**src/hw/rtl/mfh_pkg.sv**
```systemverilog
package mfh_pkg;

    // Task index width and the number of tasks that may take the lock
    localparam int TASK_W = 4;
    localparam int TASK_COUNT = 16;
    localparam logic [TASK_W:0] TASK_LIMIT = (TASK_W + 1)'(TASK_COUNT);

    // Default number of wait queue entries
    localparam int QUEUE_DEPTH_DEF = 16;

    localparam int STATUS_W = 3;

    // Request kinds
    typedef enum logic {
        MODE_ACQUIRE = 1'b0,
        MODE_RELEASE = 1'b1
    } mode_t;

    // Result codes
    typedef enum logic [STATUS_W-1:0] {
        ST_GRANTED   = 3'd0,
        ST_QUEUED    = 3'd1,
        ST_OWNED     = 3'd2,
        ST_FULL      = 3'd3,
        ST_NOT_OWNER = 3'd4
    } status_t;

    // Commands from the controller to the datapath
    typedef struct packed {
        logic capture;   // latch the request and read the queue head
        logic execute;   // apply the request and load the result register
    } ctrl_cmd_t;

endpackage

```
**src/hw/rtl/mfh_ctrl.sv**
```systemverilog
module mfh_ctrl (
    input  logic              clk,
    input  logic              rst_n,
    input  logic              in_valid,
    output logic              in_ready,
    output logic              out_valid,
    input  logic              out_ready,
    output mfh_pkg::ctrl_cmd_t cmd
);
    import mfh_pkg::*;

    typedef enum logic {
        S_IDLE,
        S_EXEC
    } state_t;

    state_t state_reg;
    logic   out_valid_reg;
    logic   out_free;

    // Result register may be loaded when empty or being drained this cycle
    assign out_free = !out_valid_reg || out_ready;

    assign in_ready    = (state_reg == S_IDLE);
    assign out_valid   = out_valid_reg;
    assign cmd.capture = (state_reg == S_IDLE) && in_valid;
    assign cmd.execute = (state_reg == S_EXEC) && out_free;

    // Hold state and result valid; idle moves to execute on a request, execute returns once the result register is free
    always_ff @(posedge clk or negedge rst_n)
    begin
        if (!rst_n)
        begin
            state_reg     <= S_IDLE;
            out_valid_reg <= 1'b0;
        end
        else
        begin
            unique case (state_reg)
                S_IDLE:
                begin
                    if (out_ready)
                    begin
                        out_valid_reg <= 1'b0;
                    end
                    if (in_valid)
                    begin
                        state_reg <= S_EXEC;
                    end
                end
                S_EXEC:
                begin
                    if (out_free)
                    begin
                        state_reg     <= S_IDLE;
                        out_valid_reg <= 1'b1;
                    end
                end
                default:
                begin
                    state_reg <= S_IDLE;
                end
            endcase
        end
    end

endmodule

```
**src/hw/rtl/mfh_datapath.sv**
```systemverilog
module mfh_datapath #(
    parameter int QUEUE_DEPTH = mfh_pkg::QUEUE_DEPTH_DEF,
    parameter int CNT_W = $clog2(QUEUE_DEPTH + 1)
) (
    input  logic                        clk,
    input  logic                        rst_n,
    input  mfh_pkg::ctrl_cmd_t          cmd,
    input  logic                        mode,
    input  logic [mfh_pkg::TASK_W-1:0]  task_id,
    output logic [mfh_pkg::STATUS_W-1:0] status,
    output logic                        handoff,
    output logic [mfh_pkg::TASK_W-1:0]  new_owner,
    output logic                        lock_held,
    output logic [CNT_W-1:0]            waiting
);
    import mfh_pkg::*;

    localparam int PTR_W = (QUEUE_DEPTH > 1) ? $clog2(QUEUE_DEPTH) : 1;
    localparam logic [PTR_W-1:0] PTR_LAST = PTR_W'(QUEUE_DEPTH - 1);
    localparam logic [CNT_W-1:0] CNT_FULL = CNT_W'(QUEUE_DEPTH);

    // Wait queue storage
    logic [TASK_W-1:0] queue_mem [QUEUE_DEPTH];

    // Latched request and queue head
    logic              req_mode_reg;
    logic [TASK_W-1:0] req_task_reg;
    logic [TASK_W-1:0] head_data_reg;

    // Lock state
    logic              locked_reg, locked_next;
    logic [TASK_W-1:0] owner_reg, owner_next;
    logic [PTR_W-1:0]  head_reg, head_next;
    logic [PTR_W-1:0]  tail_reg, tail_next;
    logic [CNT_W-1:0]  count_reg, count_next;
    logic              push;

    // Result register
    status_t           status_reg, status_next;
    logic              handoff_reg, handoff_next;
    logic [TASK_W-1:0] new_owner_reg;
    logic              lock_held_reg;
    logic [CNT_W-1:0]  waiting_reg;

    // Latch the request and read the oldest waiter
    always_ff @(posedge clk)
    begin
        if (cmd.capture)
        begin
            req_mode_reg  <= mode;
            req_task_reg  <= task_id;
            head_data_reg <= queue_mem[head_reg];
        end
    end

    // Enqueue a blocked requester at the tail
    always_ff @(posedge clk)
    begin
        if (cmd.execute && push)
        begin
            queue_mem[tail_reg] <= req_task_reg;
        end
    end

    // Decide the outcome of the latched request
    always_comb
    begin
        locked_next  = locked_reg;
        owner_next   = owner_reg;
        head_next    = head_reg;
        tail_next    = tail_reg;
        count_next   = count_reg;
        status_next  = ST_NOT_OWNER;
        handoff_next = 1'b0;
        push         = 1'b0;
        if ({1'b0, req_task_reg} < TASK_LIMIT)
        begin
            if (req_mode_reg == MODE_ACQUIRE)
            begin
                if (locked_reg && (owner_reg == req_task_reg))
                begin
                    status_next = ST_OWNED;
                end
                else if (!locked_reg)
                begin
                    locked_next = 1'b1;
                    owner_next  = req_task_reg;
                    status_next = ST_GRANTED;
                end
                else if (count_reg == CNT_FULL)
                begin
                    status_next = ST_FULL;
                end
                else
                begin
                    push        = 1'b1;
                    tail_next   = (tail_reg == PTR_LAST) ? '0 : tail_reg + 1'b1;
                    count_next  = count_reg + 1'b1;
                    status_next = ST_QUEUED;
                end
            end
            else
            begin
                if (!locked_reg || (owner_reg != req_task_reg))
                begin
                    status_next = ST_NOT_OWNER;
                end
                else if (count_reg != '0)
                begin
                    // pass the lock straight to the oldest waiter
                    owner_next   = head_data_reg;
                    head_next    = (head_reg == PTR_LAST) ? '0 : head_reg + 1'b1;
                    count_next   = count_reg - 1'b1;
                    handoff_next = 1'b1;
                    status_next  = ST_GRANTED;
                end
                else
                begin
                    owner_next  = '0;
                    locked_next = 1'b0;
                    status_next = ST_GRANTED;
                end
            end
        end
    end

    // Update lock state on execute
    always_ff @(posedge clk or negedge rst_n)
    begin
        if (!rst_n)
        begin
            locked_reg <= 1'b0;
            owner_reg  <= '0;
            head_reg   <= '0;
            tail_reg   <= '0;
            count_reg  <= '0;
        end
        else if (cmd.execute)
        begin
            locked_reg <= locked_next;
            owner_reg  <= owner_next;
            head_reg   <= head_next;
            tail_reg   <= tail_next;
            count_reg  <= count_next;
        end
    end

    // Load the result register
    always_ff @(posedge clk)
    begin
        if (cmd.execute)
        begin
            status_reg    <= status_next;
            handoff_reg   <= handoff_next;
            new_owner_reg <= locked_next ? owner_next : '0;
            lock_held_reg <= locked_next;
            waiting_reg   <= count_next;
        end
    end

    assign status    = status_reg;
    assign handoff   = handoff_reg;
    assign new_owner = new_owner_reg;
    assign lock_held = lock_held_reg;
    assign waiting   = waiting_reg;

endmodule

```
**src/hw/rtl/mutex_fifo_handoff.sv**
```systemverilog
// Channel   Direction  Handshake             Payload
// request   in         in_valid / in_ready   mode, task_id
// result    out        out_valid / out_ready status, handoff, new_owner, lock_held, waiting
//
// A request is handled in a capture step, which latches it and reads the wait
// queue head from its memory, then an execute step, which applies it and loads the result register.
// A new request is taken while the previous result still waits in the
// result register; a stalled result holds the request in the execute step.
// Reset leaves the lock free, the owner at zero and the wait queue empty.
module mutex_fifo_handoff #(
    parameter int QUEUE_DEPTH = mfh_pkg::QUEUE_DEPTH_DEF,
    parameter int CNT_W = $clog2(QUEUE_DEPTH + 1)
) (
    input  logic                         clk,
    input  logic                         rst_n,
    input  logic                         in_valid,
    output logic                         in_ready,
    input  logic                         mode,
    input  logic [mfh_pkg::TASK_W-1:0]   task_id,
    output logic                         out_valid,
    input  logic                         out_ready,
    output logic [mfh_pkg::STATUS_W-1:0] status,
    output logic                         handoff,
    output logic [mfh_pkg::TASK_W-1:0]   new_owner,
    output logic                         lock_held,
    output logic [CNT_W-1:0]             waiting
);
    import mfh_pkg::*;

    ctrl_cmd_t cmd;

    mfh_ctrl u_ctrl (
        .clk       (clk),
        .rst_n     (rst_n),
        .in_valid  (in_valid),
        .in_ready  (in_ready),
        .out_valid (out_valid),
        .out_ready (out_ready),
        .cmd       (cmd)
    );

    mfh_datapath #(
        .QUEUE_DEPTH (QUEUE_DEPTH),
        .CNT_W       (CNT_W)
    ) u_datapath (
        .clk       (clk),
        .rst_n     (rst_n),
        .cmd       (cmd),
        .mode      (mode),
        .task_id   (task_id),
        .status    (status),
        .handoff   (handoff),
        .new_owner (new_owner),
        .lock_held (lock_held),
        .waiting   (waiting)
    );

    // Queue never overfills
    assert property (@(posedge clk) disable iff (!rst_n)
        out_valid |-> (waiting <= CNT_W'(QUEUE_DEPTH)))
        else $error("wait count above queue depth");

    // A handoff always leaves the lock held and reports a grant
    assert property (@(posedge clk) disable iff (!rst_n)
        (out_valid && handoff) |-> (lock_held && (status == ST_GRANTED)))
        else $error("handoff without held lock");

    // Waiters and an owner exist only while the lock is held
    assert property (@(posedge clk) disable iff (!rst_n)
        (out_valid && !lock_held) |-> (waiting == '0) && (new_owner == '0))
        else $error("free lock with waiters or owner");

    // One request in flight: no accept in the cycle after an accept
    assert property (@(posedge clk) disable iff (!rst_n)
        (in_valid && in_ready) |=> !in_ready)
        else $error("request accepted while busy");

endmodule

```
**config.mk**
```make
export PLATFORM = sky130hd
export DESIGN_NAME = mutex_fifo_handoff
export DESIGN_NICKNAME = d
export VERILOG_FILES = /design/src/hw/rtl/mfh_pkg.sv /design/src/hw/rtl/mfh_ctrl.sv /design/src/hw/rtl/mfh_datapath.sv /design/src/hw/rtl/mutex_fifo_handoff.sv
export SDC_FILE = /design/constraint.sdc
export NUM_CORES = 1
export LEC_CHECK = 0
export ABC_AREA = 0
export BUFFER_PORTS_ARGS = -buffer_cell sky130_fd_sc_hd__clkbuf_2
export CAP_MARGIN = 15
export CORE_ASPECT_RATIO = 1.75
export CORE_MARGIN = 2
export CORE_UTILIZATION = 40
export CTS_CLUSTER_DIAMETER = 50
export CTS_CLUSTER_SIZE = 10
export DETAILED_ROUTE_END_ITERATION = 16
export GPL_ROUTABILITY_DRIVEN = 0
export MAX_ROUTING_LAYER = met4
export PLACE_DENSITY = 0.66
export SETUP_SLACK_MARGIN = 0.4
export SYNTH_ARGS = -nofsm -noshare
export SYNTH_HDL_FRONTEND = slang
export SYNTH_HIERARCHICAL = 1
export SYNTH_SLANG_ARGS = --single-unit
```
**constraint.sdc**
```tcl
create_clock -name clk -period 5.9 [get_ports clk]
set_input_delay 0.59 -clock clk [delete_from_list [all_inputs] [get_ports clk]]
set_output_delay 0.59 -clock clk [all_outputs]
set_load 0.02 [all_outputs]
```
==> metrics, run 1 <==
total gr overflow 0; initial antenna violation count 0; DR iter-0 viols 191; Clock Power Share 26.7%; post-route minimum period 2850 ps; fmax 351 MHz; CTS clk-pin slew, worst paths 70 ps; number of buffers created by CTS 9; crit path cell chain xnor2_1 -> nand3_1 -> nor3_1 -> a21oi_1 -> xnor2_1; dominant cell type by area after synthesis edfxtp_1; Cell Pwr Density 418 nW/um2; Tcrit/Tclk final 48.2%; Critical Path AT 2950 ps; kind of critical path flop to flop; # resized after CTS 0; FP Rows 53; first-pass GRT wire length 16.8 mm; slowest stage cell, crit path nor3_1; Crit path largest cell delay 810 ps; Seq/Total Area, Yosys 64.2%; Comb pwr share 26.7%; Ports 25; Fin Clk Skew 7.07 ps; critical path's top delay family simple AND/OR/NAND/NOR gates; Switching Share 32.7%; # port buffers 24; number of synthesized flops with an enable pin 87; critical path startpoint category flop; CTS Sinks 107; Req. time, crit path 6000 ps; final setup violation count 0; Hold Buf Count CTS 0; Sequential Power Share 46.6%; Yosys top cell area share 53.9%; Design Area, Final 5360 um2; Hold Violations, Final 0; Setup TNS Final 0 ps; Pint 1510 uW; Worst IR Drop VDD 0.186 mV; Least-Margin Pin Slew 907 ps; Pleak 0.00192 uW; Via Count 3003; H-tree levels 3; die area 13000 um2; synthesis-to-layout area growth 10.5%; pre-CTS WS 2860 ps; max reg flops 64; most used cell, CP xnor2_1; Max Slew Vio Count 0; final wirelength 10.6 mm; Avg WL per Cell 21.1 um; Max-slew headroom 39.1%; FF-to-FF Start u_datapath/req_task_reg[2]; share of post-route cells with drive strength above 1 19.2%; CP max FO 18; Inserted Diodes 0; HP Class input pin to async pin; post-route ant nets 0; Syn Inst Count 343; Die H 150 um; CP bufs+invs 0; Layout Utilization 44.9%; Layout Nets 376; Mean Syn Cell Area 14.1 um2; Max-Cap Viols 0; Cell Area, Placed 5060 um2; Core ar. 11900 um2; Detailed Place HPWL 7.40 mm; Hold WS 236 ps; Syn Nets 359; vias in the first global route 3090; FFs w/ async S/R, synth 18.7%; synth warn 6; Worst-Skew Late Latency 350 ps; DRT Pass-1 Iters 5; largest cells by area after synthesis edfxtp_1 (54%), dfrtp_1 (10%), mux4_2 (7.4%); CTS tree done; CP endpoint kind flop; DRC viols 0; CP startpoint u_datapath/req_task_reg[2]; P_sw 731 uW; post-route setup slack 3050 ps; Top FF cell, synth edfxtp_1; Cell Area, Synth 4850 um2; post-CTS setup buffers 0; clock root buffer clkbuf_16; RSZ-0062 raised after global routing false; mean number of vias per cell 5.98; leading cell types by count after synthesis edfxtp_1 (87), nand2_1 (29), dfrtp_1 (20); DIE WIDTH 87.2 um; Unique masters post-synth 54; overall routing resource usage 18.0%; Starting Density 40.6%; pin count of the biggest net entering global routing 29; outcome finished, final reports clean; most common cell in the netlist edfxtp_1; Yosys reg bits 107; CTS Buffer Depth 2
[cell type report]
| class | count | area [um2] |
|---|---|---|
| Clock inverter | 5 | 62.6 |
| Tap cell | 137 | 171 |
| Sequential cell | 107 | 3110 |
| Clock buffer | 11 | 233 |
| Inverter | 12 | 45.0 |
| Fill cell | 1052 | 6580 |
| Timing Repair Buffer | 26 | 135 |
| Multi-Input combinational cell | 204 | 1600 |
[logic make-up (layout without fill, tap and decap cells)]
family / after synthesis / count (layout) / synth area share [%]
buffers and inverters: 32 / 54 / 2.81
flip-flops: 107 / 107 / 64.2
AO/OA/AOI/OAI: 68 / 68 / 10.4
adder cells (fa/ha/maj): 7 / 7 / 1.81
multiplexers: 19 / 19 / 8.11
XOR/XNOR: 8 / 8 / 1.45
AND/OR/NAND/NOR: 102 / 102 / 11.2
[layer usage]
| layer | up-vias | share of wire, % | GRT usage (%) |
|---|---|---|---|
| li1 | 1363 | - | - |
| met1 | 1518 | 35 | 18.6 |
| met2 | 96 | 58 | 32.0 |
| met3 | 26 | 3.6 | 3.64 |
| met4 | 0 | 3.3 | 8.85 |
| met5 | - | 0 | - |
[worst register-to-register path: cells and delay by family, from the launching register on]
family	cells	cell delay [ps]
and+or+nand+nor	2	1090
DFF	1	710
xor gates and xnor gates	2	670
AOI/OAI and AO/OA	1	120
[power by group through the flow]
stage	clock network (uW)	registers [uW]	logic [uW]
final	598	1040	598
after global placement	0	1050	584
after CTS	609	1040	601
after global routing	636	1060	660
after floorplan	0	1030	457
after detailed placement	0	1060	598
[layout by cell type, fill, tap and decap left out, types with 3 or more instances in the layout]
master	instances
dfrtp_1	20
clkbuf_2	24
edfxtp_1	87
a211oi_1	5
a311oi_1	3
o211ai_1	3
a31oi_1	12
nor2_1	12
nand4_1	6
clkbuf_16	9
ha_1	7
and2_1	5
o21ai_0	9
and3_1	15
nor3_1	7
xnor2_1	8
mux4_2	16
a221oi_1	3
nand2_1	29
nor2b_1	9
inv_1	11
nand3_1	8
a21oi_1	13
[stage by stage]
stage / total power [uW] / std cells
global placement: 1640 / 486
detailed placement: 1660 / 486
floorplan: 1480 / 343
finish: 2240 / 502
global route: 2350 / 502
CTS: 2250 / 502
[path summary, 6_finish.rpt]
kind / to / slack (ps) / cells after the start
worst max register to register: u_datapath/waiting[0] / 3050 / 5
worst min-delay path: u_ctrl/out_valid / 240 / 1
max in group asynchronous: u_datapath/tail_reg[3] / 5250 / 1
min in group clk: u_datapath/req_task_reg[2] / 410 / 1
worst min register to register: u_datapath/owner_reg[3] / 490 / 1
worst max-delay path: u_datapath/waiting[0] / 3050 / 5
(Power assumes the default switching activity.)
==> inputs of run 2 (changes only) <==
ABC_AREA = 1   (was 0)
clock period = 2.9 ns   (was 5.9 ns; I/O delays follow)
==> run 2 against run 1 <==
Critical path depth grew 4. Worst setup slack got worse by 2400 ps. Synthesized area is 3.1% higher. First-iteration DRC count up 22%. Clock skew hardly changed. Flip-flop and latch count unchanged. Power rose by 97%. Synthesized cell count is 45% higher. Combinational power grew 110%. Highest routed layer unchanged.
==> metrics, run 2 <==
slowest stage cell, crit path nor3_1; Hold Violations, Final 0; main combinational cell family by area after synthesis simple AND/OR/NAND/NOR gates; vias in the first global route 3579; mean number of vias per cell 5.12; Fin Clk Skew 7.51 ps; most common cell in the netlist nand2_1; total gr overflow 0; Layout Utilization 45.0%; max reg flops 64; Avg WL per Cell 16.4 um; Mean Syn Cell Area 10.0 um2; final setup violation count 0; Hold Buf Count CTS 1; kind of critical path flop to flop; synthesis-to-layout area growth 11.3%; crit path to u_datapath/queue_mem[4][2]; Tcrit/Tclk final 79.1%; Core ar. 12400 um2; CP max FO 24; Clock Power Share 25.6%; Synth Area in Compound Gates 7.58%; Syn Inst Count 499; number of fill cells in the layout 1155; die area 13400 um2; post-route ant nets 0; Simple-Gate Fraction of Synth Area 21.6%; Ports 25; clock root buffer clkbuf_16; Seq/Total Area, Yosys 62.3%; FF-to-FF Start u_datapath/req_task_reg[1]; H-tree levels 3; # port buffers 24; Unique masters post-synth 34; Comb pwr share 28.2%; Reg2Reg Capture Point u_datapath/queue_mem[4][2]; Pleak 0.00222 uW; Req. time, crit path 2880 ps; hold depth 1; largest cells by area after synthesis edfxtp_1 (52%), dfrtp_1 (10%), nand2_1 (9.1%); adder-cell area share of the yosys netlist 1.75%; commonest non-fill, non-tap cell in the layout nand2_1; CTS Sinks 107; Crit path largest cell delay 560 ps; pin count of the biggest net entering global routing 35; first-pass GRT wire length 17.9 mm; synth warn 6; Levels on crit path 9; Reg2Reg Depth 9; critical path's top delay family simple AND/OR/NAND/NOR gates; initial antenna violation count 0; Pint 2810 uW; CP endpoint kind flop; Layout Nets 537; Least-Margin Pin Slew 603 ps; post-route minimum period 2290 ps; Yosys reg bits 107; most frequent cells in the layout nand2_1 (121), edfxtp_1 (87), nor2_1 (60), inv_1 (40), nand3_1 (33); outcome finished, final reports clean; Detailed Place HPWL 8.19 mm; Max-Cap Viols 0; Design Area, Final 5560 um2; CTS clk-pin slew, worst paths 70 ps; CP startpoint u_datapath/req_task_reg[1]; Cell Area, Placed 5280 um2; Starting Density 40.4%; Yosys top cell area share 52.3%; Worst-Skew Late Latency 350 ps; number of buffers created by CTS 9; FFs w/ async S/R, synth 18.7%; CTS tree done; Max Slew Vio Count 0; Inserted Diodes 0; R2R Setup Slk 610 ps; Worst IR Drop VDD 0.370 mV; crit path cell chain inv_1 -> nand2_1 -> nand2_1 -> nor2_1 -> nand2_4 -> nand2_4 -> nor2_4 -> nand3_4 -> nor3_1; final wirelength 11.4 mm; Cell Pwr Density 792 nW/um2; # resized after CTS 0; DR iter-0 viols 233; Hold WS 114 ps; dominant cell type by area after synthesis edfxtp_1; HP Class input pin to flop; Setup TNS Final 0 ps; Cell Area, Synth 5000 um2; critical path startpoint category flop; Critical Path AT 2280 ps; Via Count 3556; leading cell types by count after synthesis nand2_1 (121), edfxtp_1 (87), nor2_1 (60); FP Rows 54; P_sw 1590 uW; Die H 152 um; RSZ-0062 raised after global routing false; post-CTS setup buffers 0; Max-slew headroom 59.8%; DRT Pass-1 Iters 5; CP bufs+invs 1; Post-Synth XOR/XNOR Area 1.05%; CTS Buffer Depth 2; Syn Nets 515; mux cell area share after synthesis 0%; overall routing resource usage 18.2%; number of synthesized flops with an enable pin 87; Sequential Power Share 46.2%; fmax 436 MHz; DIE WIDTH 88.5 um; DRC viols 0; hold path start task_id[2]; Switching Share 36.1%; share of post-route cells with drive strength above 1 12.7%; Top FF cell, synth edfxtp_1
-- run 2: cell types whose count changed after synthesis, moves of 8 or more --
cell and change:
a31oi_1 -12, o21ai_0 +21, inv_1 +29, and3_1 -15, nand3_1 +25, a21oi_1 -8
nor3_1 +8, nor2_1 +48, nor2b_1 -9, mux4_2 -16, o32ai_1 +8, nand2_1 +92
-- run 2: kinds of logic after synthesis --
| kind of cell | after synthesis |
|---|---|
| buffers and inverters | 69 |
| adders and majority gates | 7 |
| AOI/OAI and AO/OA | 62 |
| and+or+nand+nor | 248 |
| DFF | 107 |
| xor gates and xnor gates | 6 |
-- run 2: through the flow --
step                instances  setup WS [ps]  total power [uW]
floorplan                 499            757              2950
global placement          677            722              3290
detailed placement        677            596              3300
CTS                       694            594              4440
global route              694            428              4670
finish                    694            605              4400
-- run 2: power by group through the flow --
stage	Sequential, uW	Clock (uW)	Combinational (uW)
floorplan	2040	0	903
global placement	2060	0	1230
detailed placement	2060	0	1240
CTS	2030	1160	1250
global route	2060	1200	1410
finish	2040	1130	1240
-- run 2: layer usage --
metal  up-vias  GRT usage [%]  part of all wire [%]
met2        80           33.6                    57
li1       1727              -                     -
met3        18           3.15                   3.2
met1      1731           17.7                    37
met5         -              -                     0
met4         0           7.94                   3.1
-- run 2: worst min-delay path by stage --
stage	slack (ps)	end
finish	110	u_datapath/req_task_reg[2]
global route	110	u_datapath/req_task_reg[2]
CTS	100	u_datapath/req_task_reg[2]
detailed placement	330	u_datapath/count_reg[2]
global placement	320	u_datapath/count_reg[3]
floorplan	-6	u_ctrl/out_valid
-- run 2: area by class of cell --
type | count | area [um2] | share of cell area (%)
Sequential cell | 107 | 3110 | 55.9
Multi-Input combinational cell | 323 | 1600 | 28.7
Clock buffer | 10 | 229 | 4.12
Tap cell | 168 | 210 | 3.78
Timing Repair Buffer | 34 | 198 | 3.55
Inverter | 46 | 173 | 3.10
Clock inverter | 6 | 42.5 | 0.765
